## src/sv/fpss_pkg.sv

```systemverilog
// ----------------------------------------------------------------------------
// fpss_pkg
// Shared types and constants for the fractional PLL setting sequencer.
// ----------------------------------------------------------------------------
`default_nettype none

package fpss_pkg;

  // default parameter values
  localparam int NUM_BANKS_DEF         = 4;
  localparam int CLK_CONTROL_REG_DEF   = 16;
  localparam int PLL_A_FIRST_REG_DEF   = 26;
  localparam int PLL_RESET_REG_DEF     = 177;
  localparam int OUTPUT_ENABLE_REG_DEF = 3;

  // arithmetic constants
  localparam logic [29:0] PLL_MAX_HZ = 30'd900000000;
  localparam logic [19:0] FRAC_DENOM = 20'hFFFFF;
  localparam logic [17:0] P1_OFFSET  = 18'd512;

  // register data codes
  localparam logic [7:0] CLK_OFF_DATA     = 8'h84;
  localparam logic [7:0] PLL_RESET_DATA   = 8'hA0;
  localparam logic [7:0] CLK_ON_DATA      = 8'h4F;
  localparam logic [7:0] OUT_CLK0_DATA    = 8'hFE;
  localparam logic [7:0] OUT_ALL_OFF_DATA = 8'hFF;

  // configuration register indexes
  localparam logic [0:0] CFG_XTAL_HZ     = 1'b0;
  localparam logic [0:0] CFG_DEVICE_ADDR = 1'b1;
  localparam logic [25:0] XTAL_RESET     = 26'd25000000;
  localparam logic [6:0]  DEV_ADDR_RESET = 7'd96;

  // update run positions
  localparam logic [3:0] EMIT_CLK_OFF    = 4'd0;
  localparam logic [3:0] EMIT_LAST_BYTE  = 4'd8;
  localparam logic [3:0] EMIT_PLL_RESET  = 4'd9;
  localparam logic [3:0] EMIT_CLK_ON     = 4'd10;

  // command queue depth
  localparam int QUEUE_DEPTH = 2;

  // divider widths
  localparam int DIV_N_W = 46;
  localparam int DIV_D_W = 30;
  localparam int DIV_C_W = 6;

  typedef enum logic [1:0] {
    OP_SET_FREQ   = 2'd0,
    OP_UPDATE     = 2'd1,
    OP_OUT_ENABLE = 2'd2
  } opcode_t;

  typedef struct packed {
    opcode_t     kind;
    logic [29:0] freq;
    logic [1:0]  bank;
    logic        bank_ok;
    logic        enable;
  } cmd_t;

  typedef struct packed {
    logic               start;
    logic [DIV_N_W-1:0] dividend;
    logic [DIV_D_W-1:0] divisor;
    logic [DIV_C_W-1:0] nbits;
  } div_req_t;

  typedef struct packed {
    logic               busy;
    logic               done;
    logic [DIV_N_W-1:0] quot;
    logic [DIV_D_W-1:0] rem;
  } div_rsp_t;

  typedef enum logic [2:0] {
    ST_IDLE,
    ST_DIV_FREQ,
    ST_MUL,
    ST_DIV_XTAL,
    ST_DIV_NUM,
    ST_FRAC,
    ST_EMIT
  } back_state_t;

endpackage

`default_nettype wire

```

## src/sv/fpss_front.sv

```systemverilog
// ----------------------------------------------------------------------------
// fpss_front
// Accepts command requests, drops ones that do nothing, holds one for the queue.
// ----------------------------------------------------------------------------
`default_nettype none

module fpss_front
  import fpss_pkg::*;
#(
  parameter int NUM_BANKS = NUM_BANKS_DEF
) (
  input  wire logic        clk,
  input  wire logic        rst,
  input  wire logic        start,
  output logic             busy,
  input  wire logic [1:0]  opcode,
  input  wire logic [29:0] freq_hz,
  input  wire logic [1:0]  bank,
  input  wire logic        enable,
  input  wire logic        q_full,
  output logic             push,
  output cmd_t             push_cmd
);

  logic slot_valid;
  cmd_t slot;
  logic accept;
  logic bank_ok;
  logic keep;

  // classify the incoming request
  assign accept  = start && !busy;
  assign bank_ok = 32'(bank) < NUM_BANKS;
  always_comb begin
    case (opcode)
      OP_SET_FREQ:   keep = bank_ok;
      OP_UPDATE:     keep = 1'b1;
      OP_OUT_ENABLE: keep = 1'b1;
      default:       keep = 1'b0;
    endcase
  end

  // hold slot
  always_ff @(posedge clk) begin
    if (rst) begin
      slot_valid <= 1'b0;
    end else if (push) begin
      slot_valid <= 1'b0;
    end else if (accept && keep) begin
      slot_valid <= 1'b1;
    end
  end

  always_ff @(posedge clk) begin
    if (accept) begin
      slot.kind    <= opcode_t'(opcode);
      slot.freq    <= freq_hz;
      slot.bank    <= bank;
      slot.bank_ok <= bank_ok;
      slot.enable  <= enable;
    end
  end

  assign busy     = slot_valid;
  assign push     = slot_valid && !q_full;
  assign push_cmd = slot;

endmodule

`default_nettype wire

```

## src/sv/fpss_queue.sv

```systemverilog
// ----------------------------------------------------------------------------
// fpss_queue
// Short command queue between front and back.
// ----------------------------------------------------------------------------
`default_nettype none

module fpss_queue
  import fpss_pkg::*;
(
  input  wire logic clk,
  input  wire logic rst,
  input  wire logic push,
  input  cmd_t      din,
  input  wire logic pop,
  output cmd_t      dout,
  output logic      empty,
  output logic      full
);

  localparam int PTR_W = (QUEUE_DEPTH > 1) ? $clog2(QUEUE_DEPTH) : 1;
  localparam int CNT_W = $clog2(QUEUE_DEPTH + 1);

  cmd_t             slots [QUEUE_DEPTH];
  logic [PTR_W-1:0] wr_ptr;
  logic [PTR_W-1:0] rd_ptr;
  logic [CNT_W-1:0] count;

  assign empty = (count == '0);
  assign full  = (count == CNT_W'(QUEUE_DEPTH));
  assign dout  = slots[rd_ptr];

  // pointers and fill count
  always_ff @(posedge clk) begin
    if (rst) begin
      wr_ptr <= '0;
      rd_ptr <= '0;
      count  <= '0;
    end else begin
      if (push) begin
        wr_ptr <= (wr_ptr == PTR_W'(QUEUE_DEPTH - 1)) ? '0 : wr_ptr + 1'b1;
      end
      if (pop) begin
        rd_ptr <= (rd_ptr == PTR_W'(QUEUE_DEPTH - 1)) ? '0 : rd_ptr + 1'b1;
      end
      if (push && !pop) begin
        count <= count + 1'b1;
      end else if (pop && !push) begin
        count <= count - 1'b1;
      end
    end
  end

  always_ff @(posedge clk) begin
    if (push) begin
      slots[wr_ptr] <= din;
    end
  end

endmodule

`default_nettype wire

```

## src/sv/fpss_div.sv

```systemverilog
// ----------------------------------------------------------------------------
// fpss_div
// Shared restoring divider, one quotient bit per cycle.
// ----------------------------------------------------------------------------
`default_nettype none

module fpss_div
  import fpss_pkg::*;
(
  input  wire logic clk,
  input  wire logic rst,
  input  div_req_t  req,
  output div_rsp_t  rsp
);

  logic               busy;
  logic               done;
  logic [DIV_C_W-1:0] cnt;
  logic [DIV_N_W-1:0] q;
  logic [DIV_D_W-1:0] r;
  logic [DIV_D_W-1:0] d;
  logic [DIV_D_W:0]   trial;
  logic [DIV_D_W:0]   diff;
  logic               ge;

  // one trial subtract per cycle
  assign trial = {r, q[DIV_N_W-1]};
  assign diff  = trial - {1'b0, d};
  assign ge    = trial >= {1'b0, d};

  always_ff @(posedge clk) begin
    if (rst) begin
      busy <= 1'b0;
      done <= 1'b0;
    end else begin
      done <= 1'b0;
      if (!busy && req.start) begin
        busy <= 1'b1;
      end else if (busy && cnt == DIV_C_W'(1)) begin
        busy <= 1'b0;
        done <= 1'b1;
      end
    end
  end

  always_ff @(posedge clk) begin
    if (!busy && req.start) begin
      cnt <= req.nbits;
      q   <= req.dividend;
      r   <= '0;
      d   <= req.divisor;
    end else if (busy) begin
      cnt <= cnt - 1'b1;
      q   <= {q[DIV_N_W-2:0], ge};
      r   <= ge ? diff[DIV_D_W-1:0] : trial[DIV_D_W-1:0];
    end
  end

  assign rsp.busy = busy;
  assign rsp.done = done;
  assign rsp.quot = q;
  assign rsp.rem  = r;

endmodule

`default_nettype wire

```

## src/sv/fpss_back.sv

```systemverilog
// ----------------------------------------------------------------------------
// fpss_back
// Runs queued commands: multiplier arithmetic into banks, write runs out.
// ----------------------------------------------------------------------------
`default_nettype none

module fpss_back
  import fpss_pkg::*;
#(
  parameter int NUM_BANKS         = NUM_BANKS_DEF,
  parameter int CLK_CONTROL_REG   = CLK_CONTROL_REG_DEF,
  parameter int PLL_A_FIRST_REG   = PLL_A_FIRST_REG_DEF,
  parameter int PLL_RESET_REG     = PLL_RESET_REG_DEF,
  parameter int OUTPUT_ENABLE_REG = OUTPUT_ENABLE_REG_DEF
) (
  input  wire logic        clk,
  input  wire logic        rst,
  input  wire logic        q_empty,
  input  cmd_t             head,
  output logic             pop,
  input  wire logic [25:0] xtal_hz,
  input  wire logic [6:0]  device_address,
  output div_req_t         div_req,
  input  div_rsp_t         div_rsp,
  output logic             write_strobe,
  output logic [6:0]       bus_address,
  output logic [7:0]       reg_address,
  output logic [7:0]       reg_byte,
  output logic             last
);

  localparam int BANK_W = (NUM_BANKS > 1) ? $clog2(NUM_BANKS) : 1;

  back_state_t state, state_next;
  cmd_t        cur;
  logic [29:0] divider;
  logic [31:0] pll;
  logic [7:0]  mult;
  logic [25:0] rem_x;
  logic [19:0] num;
  logic [3:0]  emit_cnt;
  logic [63:0] row_sh;

  logic [63:0] rows [NUM_BANKS];
  logic [NUM_BANKS-1:0] row_valid;

  logic [25:0]      xtal_eff;
  logic [3:0]       head_bank_ext;
  logic [3:0]       cur_bank_ext;
  logic [BANK_W-1:0] head_idx;
  logic [BANK_W-1:0] cur_idx;
  logic [45:0]      num_dividend;
  logic [6:0]       frac_hi;
  logic [20:0]      frac_sum;
  logic             frac_ge;
  logic [7:0]       frac_q;
  logic [20:0]      frac_rem;
  logic [17:0]      p1;
  logic [19:0]      p2;
  logic [63:0]      row_new;
  logic             div_done;

  logic       strobe_next;
  logic [7:0] wr_reg_next;
  logic [7:0] reg_byte_next;
  logic       last_next;

  assign xtal_eff      = (xtal_hz == '0) ? 26'd1 : xtal_hz;
  assign head_bank_ext = {2'b00, head.bank};
  assign cur_bank_ext  = {2'b00, cur.bank};
  assign head_idx      = head_bank_ext[BANK_W-1:0];
  assign cur_idx       = cur_bank_ext[BANK_W-1:0];
  assign num_dividend  = {rem_x, 20'd0} - {20'd0, rem_x};
  assign div_done      = div_rsp.done;

  // 128*num split by 2^20-1: hi*2^20 + lo = hi*(2^20-1) + (hi + lo)
  assign frac_hi  = num[19:13];
  assign frac_sum = {1'b0, num[12:0], 7'd0} + {14'd0, frac_hi};
  assign frac_ge  = frac_sum >= {1'b0, FRAC_DENOM};
  assign frac_q   = {1'b0, frac_hi} + {7'd0, frac_ge};
  assign frac_rem = frac_ge ? (frac_sum - {1'b0, FRAC_DENOM}) : frac_sum;

  // P1, P2 from the fraction split
  assign p1 = {3'd0, mult, 7'd0} + {10'd0, frac_q} - P1_OFFSET;
  assign p2 = frac_rem[19:0];
  assign row_new = {FRAC_DENOM[15:8], FRAC_DENOM[7:0], 6'd0, p1[17:16], p1[15:8],
                    p1[7:0], FRAC_DENOM[19:16], p2[19:16], p2[15:8], p2[7:0]};

  // next state
  always_comb begin
    state_next = state;
    case (state)
      ST_IDLE: begin
        if (!q_empty) begin
          case (head.kind)
            OP_SET_FREQ: state_next = (head.freq == '0) ? ST_DIV_XTAL : ST_DIV_FREQ;
            OP_UPDATE:   state_next = ST_EMIT;
            default:     state_next = ST_IDLE;
          endcase
        end
      end
      ST_DIV_FREQ: if (div_done) state_next = ST_MUL;
      ST_MUL:      state_next = ST_DIV_XTAL;
      ST_DIV_XTAL: if (div_done) state_next = ST_DIV_NUM;
      ST_DIV_NUM:  if (div_done) state_next = ST_FRAC;
      ST_FRAC:     state_next = ST_IDLE;
      ST_EMIT:     if (emit_cnt == EMIT_CLK_ON) state_next = ST_IDLE;
      default:     state_next = ST_IDLE;
    endcase
  end

  // outputs: pop, divider request, next write
  always_comb begin
    pop              = 1'b0;
    div_req.start    = 1'b0;
    div_req.dividend = '0;
    div_req.divisor  = '0;
    div_req.nbits    = '0;
    strobe_next      = 1'b0;
    wr_reg_next      = '0;
    reg_byte_next    = '0;
    last_next        = 1'b0;
    case (state)
      ST_IDLE: begin
        pop = !q_empty;
        if (!q_empty && head.kind == OP_OUT_ENABLE) begin
          strobe_next   = 1'b1;
          wr_reg_next   = 8'(OUTPUT_ENABLE_REG);
          reg_byte_next = head.enable ? OUT_CLK0_DATA : OUT_ALL_OFF_DATA;
          last_next     = 1'b1;
        end
      end
      ST_DIV_FREQ: begin
        div_req.start    = !div_rsp.busy && !div_rsp.done;
        div_req.dividend = {PLL_MAX_HZ, 16'd0};
        div_req.divisor  = cur.freq;
        div_req.nbits    = DIV_C_W'(30);
      end
      ST_DIV_XTAL: begin
        div_req.start    = !div_rsp.busy && !div_rsp.done;
        div_req.dividend = {pll, 14'd0};
        div_req.divisor  = {4'd0, xtal_eff};
        div_req.nbits    = DIV_C_W'(32);
      end
      ST_DIV_NUM: begin
        div_req.start    = !div_rsp.busy && !div_rsp.done;
        div_req.dividend = num_dividend;
        div_req.divisor  = {4'd0, xtal_eff};
        div_req.nbits    = DIV_C_W'(46);
      end
      ST_EMIT: begin
        strobe_next = 1'b1;
        if (emit_cnt == EMIT_CLK_OFF) begin
          wr_reg_next   = 8'(CLK_CONTROL_REG);
          reg_byte_next = CLK_OFF_DATA;
        end else if (emit_cnt <= EMIT_LAST_BYTE) begin
          wr_reg_next   = 8'(PLL_A_FIRST_REG) + {5'd0, 3'(emit_cnt - 4'd1)};
          reg_byte_next = row_sh[63:56];
        end else if (emit_cnt == EMIT_PLL_RESET) begin
          wr_reg_next   = 8'(PLL_RESET_REG);
          reg_byte_next = PLL_RESET_DATA;
        end else begin
          wr_reg_next   = 8'(CLK_CONTROL_REG);
          reg_byte_next = CLK_ON_DATA;
          last_next     = 1'b1;
        end
      end
      default: ;
    endcase
  end

  // state and write strobe
  always_ff @(posedge clk) begin
    if (rst) begin
      state        <= ST_IDLE;
      write_strobe <= 1'b0;
    end else begin
      state        <= state_next;
      write_strobe <= strobe_next;
    end
  end

  // write payload
  always_ff @(posedge clk) begin
    bus_address <= device_address;
    reg_address <= wr_reg_next;
    reg_byte    <= reg_byte_next;
    last        <= last_next;
  end

  // arithmetic datapath
  always_ff @(posedge clk) begin
    if (pop) begin
      cur      <= head;
      pll      <= '0;
      emit_cnt <= '0;
    end
    case (state)
      ST_DIV_FREQ: if (div_done) divider <= {div_rsp.quot[29:1], 1'b0};
      ST_MUL:      pll <= 32'(divider * cur.freq);
      ST_DIV_XTAL: begin
        if (div_done) begin
          mult  <= div_rsp.quot[7:0];
          rem_x <= div_rsp.rem[25:0];
        end
      end
      ST_DIV_NUM:  if (div_done) num <= div_rsp.quot[19:0];
      ST_EMIT:     emit_cnt <= emit_cnt + 1'b1;
      default: ;
    endcase
  end

  // bank row read and byte shift for update runs
  always_ff @(posedge clk) begin
    if (pop && head.kind == OP_UPDATE) begin
      row_sh <= (head.bank_ok && row_valid[head_idx]) ? rows[head_idx] : '0;
    end else if (state == ST_EMIT && emit_cnt != EMIT_CLK_OFF) begin
      row_sh <= {row_sh[55:0], 8'd0};
    end
  end

  // bank store
  always_ff @(posedge clk) begin
    if (state == ST_FRAC && cur.bank_ok) begin
      rows[cur_idx] <= row_new;
    end
  end

  always_ff @(posedge clk) begin
    if (rst) begin
      row_valid <= '0;
    end else if (state == ST_FRAC && cur.bank_ok) begin
      row_valid[cur_idx] <= 1'b1;
    end
  end

endmodule

`default_nettype wire

```

## src/sv/fractional_pll_setting_sequencer.sv

```systemverilog
// ----------------------------------------------------------------------------
// fractional_pll_setting_sequencer
// Command sequencer computing fractional PLL settings and register writes.
// ----------------------------------------------------------------------------
// Set-frequency spends most of its back-end time in serial division
//   (30+32+46 bits in one shared divider); update gives 11 writes on consecutive
//   cycles, and output-enable gives a single write. The back end runs one request
//   at a time; two more wait in the queue and one in the front slot. Reset:
//   synchronous; banks read as zero, crystal 25 MHz, address 96. Writes cannot
//   be stalled.
`default_nettype none

module fractional_pll_setting_sequencer
  import fpss_pkg::*;
#(
  parameter int NUM_BANKS         = NUM_BANKS_DEF,
  parameter int CLK_CONTROL_REG   = CLK_CONTROL_REG_DEF,
  parameter int PLL_A_FIRST_REG   = PLL_A_FIRST_REG_DEF,
  parameter int PLL_RESET_REG     = PLL_RESET_REG_DEF,
  parameter int OUTPUT_ENABLE_REG = OUTPUT_ENABLE_REG_DEF
) (
  input  wire logic        clk,
  input  wire logic        rst,
  input  wire logic        start,
  output logic             busy,
  input  wire logic [1:0]  opcode,
  input  wire logic [29:0] freq_hz,
  input  wire logic [1:0]  bank,
  input  wire logic        enable,
  input  wire logic        cfg_valid,
  output logic             cfg_ready,
  input  wire logic [0:0]  cfg_index,
  input  wire logic [25:0] cfg_data,
  output logic             write_strobe,
  output logic [6:0]       bus_address,
  output logic [7:0]       reg_address,
  output logic [7:0]       reg_byte,
  output logic             last
);

  logic        xtal_hz_reg_unused;
  logic [25:0] xtal_hz;
  logic [6:0]  device_address;
  logic        q_full;
  logic        q_empty;
  logic        push;
  logic        pop;
  cmd_t        push_cmd;
  cmd_t        head;
  div_req_t    div_req;
  div_rsp_t    div_rsp;

  assign xtal_hz_reg_unused = 1'b0;
  assign cfg_ready = !xtal_hz_reg_unused;

  // configuration registers
  always_ff @(posedge clk) begin
    if (rst) begin
      xtal_hz        <= XTAL_RESET;
      device_address <= DEV_ADDR_RESET;
    end else if (cfg_valid && cfg_ready) begin
      case (cfg_index)
        CFG_XTAL_HZ:     xtal_hz        <= cfg_data;
        CFG_DEVICE_ADDR: device_address <= cfg_data[6:0];
        default: ;
      endcase
    end
  end

  fpss_front #(
    .NUM_BANKS(NUM_BANKS)
  ) u_front (
    .clk      (clk),
    .rst      (rst),
    .start    (start),
    .busy     (busy),
    .opcode   (opcode),
    .freq_hz  (freq_hz),
    .bank     (bank),
    .enable   (enable),
    .q_full   (q_full),
    .push     (push),
    .push_cmd (push_cmd)
  );

  fpss_queue u_queue (
    .clk   (clk),
    .rst   (rst),
    .push  (push),
    .din   (push_cmd),
    .pop   (pop),
    .dout  (head),
    .empty (q_empty),
    .full  (q_full)
  );

  fpss_div u_div (
    .clk (clk),
    .rst (rst),
    .req (div_req),
    .rsp (div_rsp)
  );

  fpss_back #(
    .NUM_BANKS        (NUM_BANKS),
    .CLK_CONTROL_REG  (CLK_CONTROL_REG),
    .PLL_A_FIRST_REG  (PLL_A_FIRST_REG),
    .PLL_RESET_REG    (PLL_RESET_REG),
    .OUTPUT_ENABLE_REG(OUTPUT_ENABLE_REG)
  ) u_back (
    .clk            (clk),
    .rst            (rst),
    .q_empty        (q_empty),
    .head           (head),
    .pop            (pop),
    .xtal_hz        (xtal_hz),
    .device_address (device_address),
    .div_req        (div_req),
    .div_rsp        (div_rsp),
    .write_strobe   (write_strobe),
    .bus_address    (bus_address),
    .reg_address    (reg_address),
    .reg_byte       (reg_byte),
    .last           (last)
  );

endmodule

`default_nettype wire

```

## config.mk

```make
export PLATFORM = sky130hd
export DESIGN_NAME = fractional_pll_setting_sequencer
export DESIGN_NICKNAME = d
export VERILOG_FILES = /design/src/sv/fpss_pkg.sv /design/src/sv/fpss_front.sv /design/src/sv/fpss_queue.sv /design/src/sv/fpss_div.sv /design/src/sv/fpss_back.sv /design/src/sv/fractional_pll_setting_sequencer.sv
export SDC_FILE = /design/constraint.sdc
export NUM_CORES = 2
export LEC_CHECK = 0
export BUFFER_PORTS_ARGS = -buffer_cell sky130_fd_sc_hd__buf_2
export CORE_AREA = 10 10 335 337
export CTS_BUF_LIST = sky130_fd_sc_hd__clkbuf_8
export CTS_CLUSTER_DIAMETER = 80
export CTS_CLUSTER_SIZE = 14
export DETAILED_ROUTE_END_ITERATION = 8
export DIE_AREA = 0 0 345 347
export HOLD_SLACK_MARGIN = 0.03
export PLACE_DENSITY = 0.61
export SYNTH_ARGS = -nofsm -noshare
export SYNTH_HDL_FRONTEND = slang
export SYNTH_SLANG_ARGS = --single-unit
export TNS_END_PERCENT = 100
```

## constraint.sdc

```tcl
create_clock -name clk -period 14.29 [get_ports clk]
set_input_delay 0.7145 -clock clk [delete_from_list [all_inputs] [get_ports clk]]
set_output_delay 0.7145 -clock clk [all_outputs]
set_load 0.005 [all_outputs]
```

==> results.yml <==
worst_setup_path:
  r2r_slack_ps: 6150
  cp.required_ps: 14740
  critPathLaunchType: "flop"
  endpoint_kind: "flop"
  worstSetupPathType: "flop to flop"
  cp_max_fo: 28
  arrival_ps: 8590
synthesis:
  ys_types: 87
  ys_seq_area_share_pct: 44.20
  avgSynthCellArea_um2: 11.36
  synth_top_area_share_pct: 39.33
  synth_area_leaders: "edfxtp_1, fa_1, ha_1"
  synth_top_cells_by_count: "edfxtp_1, nand2_1, inv_1"
  syn_inst: 3691
  synth_area_leader_cell: "edfxtp_1"
  synth_nets: 4304
  yosys.area_share.simple_pct: 13.67
  synth-compound-area-share_pct: 6.191
  async_flop_share_pct: 0
  synth-seq-cells: 651
  synth_ff_type: "edfxtp_1"
  post_synth_mux_area_share_pct: 3.209
  synth_area_mm2: 0.04191
  yosys.area_share.adder_pct: 23.20
  synth_top_family_by_area: "adder cells"
  synthXorXnorAreaFrac_pct: 3.469
  yosysWarnings: 0
  synth_edf_count: 549
  post-synth-top-count-cell: "edfxtp_1"
detailed_routing:
  wl_per_cell_um: 20.97
  viasPerCell: 5.178
  vias: 26577
  detail-route-antenna-nets: 0
  wirelength_um: 107600
  initialDrtViolationCount: 1925
  firstDrtPassIters: 7
  drcViolationCount: 0
floorplanning:
  ios: 93
  die_y_um: 347
  dieArea_mm2: 0.1197
  initial_core_util_pct: 39.87
  rows: 119
  core_area_mm2: 0.1051
  die_w_um: 345
sta:
  grt_setup_unrepaired: "no"
  setup_slack_ps: 6150
  worstMarginPinSlew_ps: 1134
  finClkSkew_ps: 77.04
  finalHoldViolCount: 0
  slew_viol_final: 0
  slew_headroom_pct: 24.16
  post-route-period-util_pct: 56.96
  period_needed_ps: 8140
  finalSetupTns_ps: 0
  fmax_mhz: 122.9
  whs_ps: 206.2
  setup_viol: 0
run:
  maxCapViolations: 0
cells_and_area:
  layout-drive-gt1-share_pct: 8.581
  fin_nets: 4322
  syn_to_final_growth_pct: 6.821
global_route:
  grtUsageTotal_pct: 17.80
  grt_pass1_wl_um: 167500
  grt_max_degree: 65
  grt_pass1_vias: 27450
  overflow: 0
  antenna_found_initial: 7
placed_design:
  post-place-ws_ps: 6228
  hpwlAfterDp_um: 78040
  port_buffers: 90
  place.gp.congestion: 0.9380
clock_tree:
  cts_setup_buffers: 0
  clkTransAtPathRegs_ps: 110
  holdBufCountCts: 0
  clock-sinks: 651
  cts_tree: "done"
  clk_latency_ps: 740
  htreeDepth: 2
  cts_root_buffer: "clkbuf_8"
  cts_resized: 0
  cts_buffers: 53
  clockBufferDepth: 3
run_status:
  status: "finished, final reports clean"
hold_path:
  hold_path_class: "input port to flop"
-- per-layer routing --
layer / global-route usage, % / share of wire (%) / up-vias
li1: - / - / 12190
met1: 23.95 / 43 / 13409
met2: 29.27 / 47 / 826
met3: 2.890 / 6.2 / 152
met4: 5.547 / 3.2 / 0
met5: 0 / 0 / -
-- cell families (layout without fill, tap and decap cells) --
group,count (synthesis),in the layout
AND/OR/NAND/NOR,1180,1180
AO/OA/AOI/OAI,395,395
other,2,3
XOR/XNOR,166,166
buffers and inverters,664,714
adder cells (fa/ha/maj),549,549
multiplexers,84,84
flip-flops,651,651
-- path summary, 6_finish.rpt --
check,start,endpoint,cells past startpoint
min reg2reg,device_address[6],u_back.bus_address[6],0
min,enable,u_front.push_cmd[0],1
max reg2reg,u_back.divider[4],u_back.pll[31],26
max,u_back.divider[4],u_back.pll[31],26
-- per-stage QoR --
stage          area [µm²]  instances  utilization (%)
6_report            44770       5133            42.59
5_1_grt             44770       5133            42.59
4_1_cts             44770       5132            42.59
3_5_place_dp        43870       5045            41.74
3_3_place_gp        43870       5045            41.74
2_1_floorplan       41910       3691                -
-- sequential cells by signal, indices dropped and copies added (netlist names), 2 cells and up, named ones only --
name and flops:
u_back.rows 148, u_queue.slots 70, u_back.row_sh 64, u_div.q 46
u_front.push_cmd 35, u_back.pll 31, u_back.cur 30, u_div.d 30
u_div.r 30, u_back.divider 29, u_back.rem_x 26, xtal_hz 26
u_back.num 20, u_back.mult 8, u_back.reg_byte 8, device_address 7
u_back.bus_address 7, u_back.reg_address 7, u_div.cnt 6, u_back.emit_cnt 4
u_back.row_valid 4, u_back.state 3, u_back.cur_idx 2, u_queue.count 2
-- area by class of cell --
class / count / area, µm²
Tap cell: 1391 / 1740
Timing Repair Buffer: 140 / 825.8
Multi-Input combinational cell: 2376 / 20950
Clock buffer: 53 / 729.5
Clock inverter: 34 / 166.4
Inverter: 487 / 1828
Antenna cell: 1 / 2.502
Sequential cell: 651 / 18530
Fill cell: 10014 / 60350
-- worst max-delay path: stages, from the launching register on --
cell	delay, ps
edfxtp_1	1050
and2_1	270
fa_1	440
fa_1	490
fa_1	510
inv_1	60
fa_1	540
inv_1	50
fa_1	490
inv_1	50
fa_1	480
inv_1	60
fa_1	530
inv_1	60
fa_1	530
inv_1	40
ha_1	350
a21o_1	180
a31oi_1	170
o21bai_1	100
a31o_2	260
a2111o_1	460
a311oi_1	260
o21ba_2	180
a21oi_1	70
xnor2_1	140
nor2_1	50
-- placed cells by master (no fill, tap or decap), types with 7 or more instances in the layout --
cell type / Yosys / layout
ha_1: 166 / 166
inv_1: 485 / 512
dfxtp_1: 102 / 101
nor2b_1: 24 / 22
mux4_2: 37 / 37
buf_2: 9 / 90
a211oi_1: 11 / 11
a221oi_1: 19 / 19
nand2_1: 506 / 505
and3_1: 34 / 33
xnor2_1: 106 / 106
and2_1: 289 / 289
nand4_1: 14 / 14
a21oi_1: 90 / 89
mux2_2: 33 / 33
or2_2: 9 / 9
mux2i_1: 14 / 12
clkbuf_8: 0 / 53
o21ai_0: 108 / 107
a21o_1: 28 / 28
fa_1: 381 / 381
nand3_1: 41 / 41
xor2_1: 60 / 60
o21bai_1: 7 / 7
nor3_1: 21 / 20
nand3b_1: 17 / 17
nor4_1: 24 / 24
nand2b_1: 12 / 12
a31oi_1: 14 / 14
edfxtp_1: 549 / 549
o21ai_1: 8 / 7
a22o_1: 32 / 32
buf_4: 5 / 50
o21a_1: 15 / 15
nor2_1: 158 / 155
Power is not shown: default switching activity piles up to over one toggle a cycle in this logic, so the estimate is an artifact.
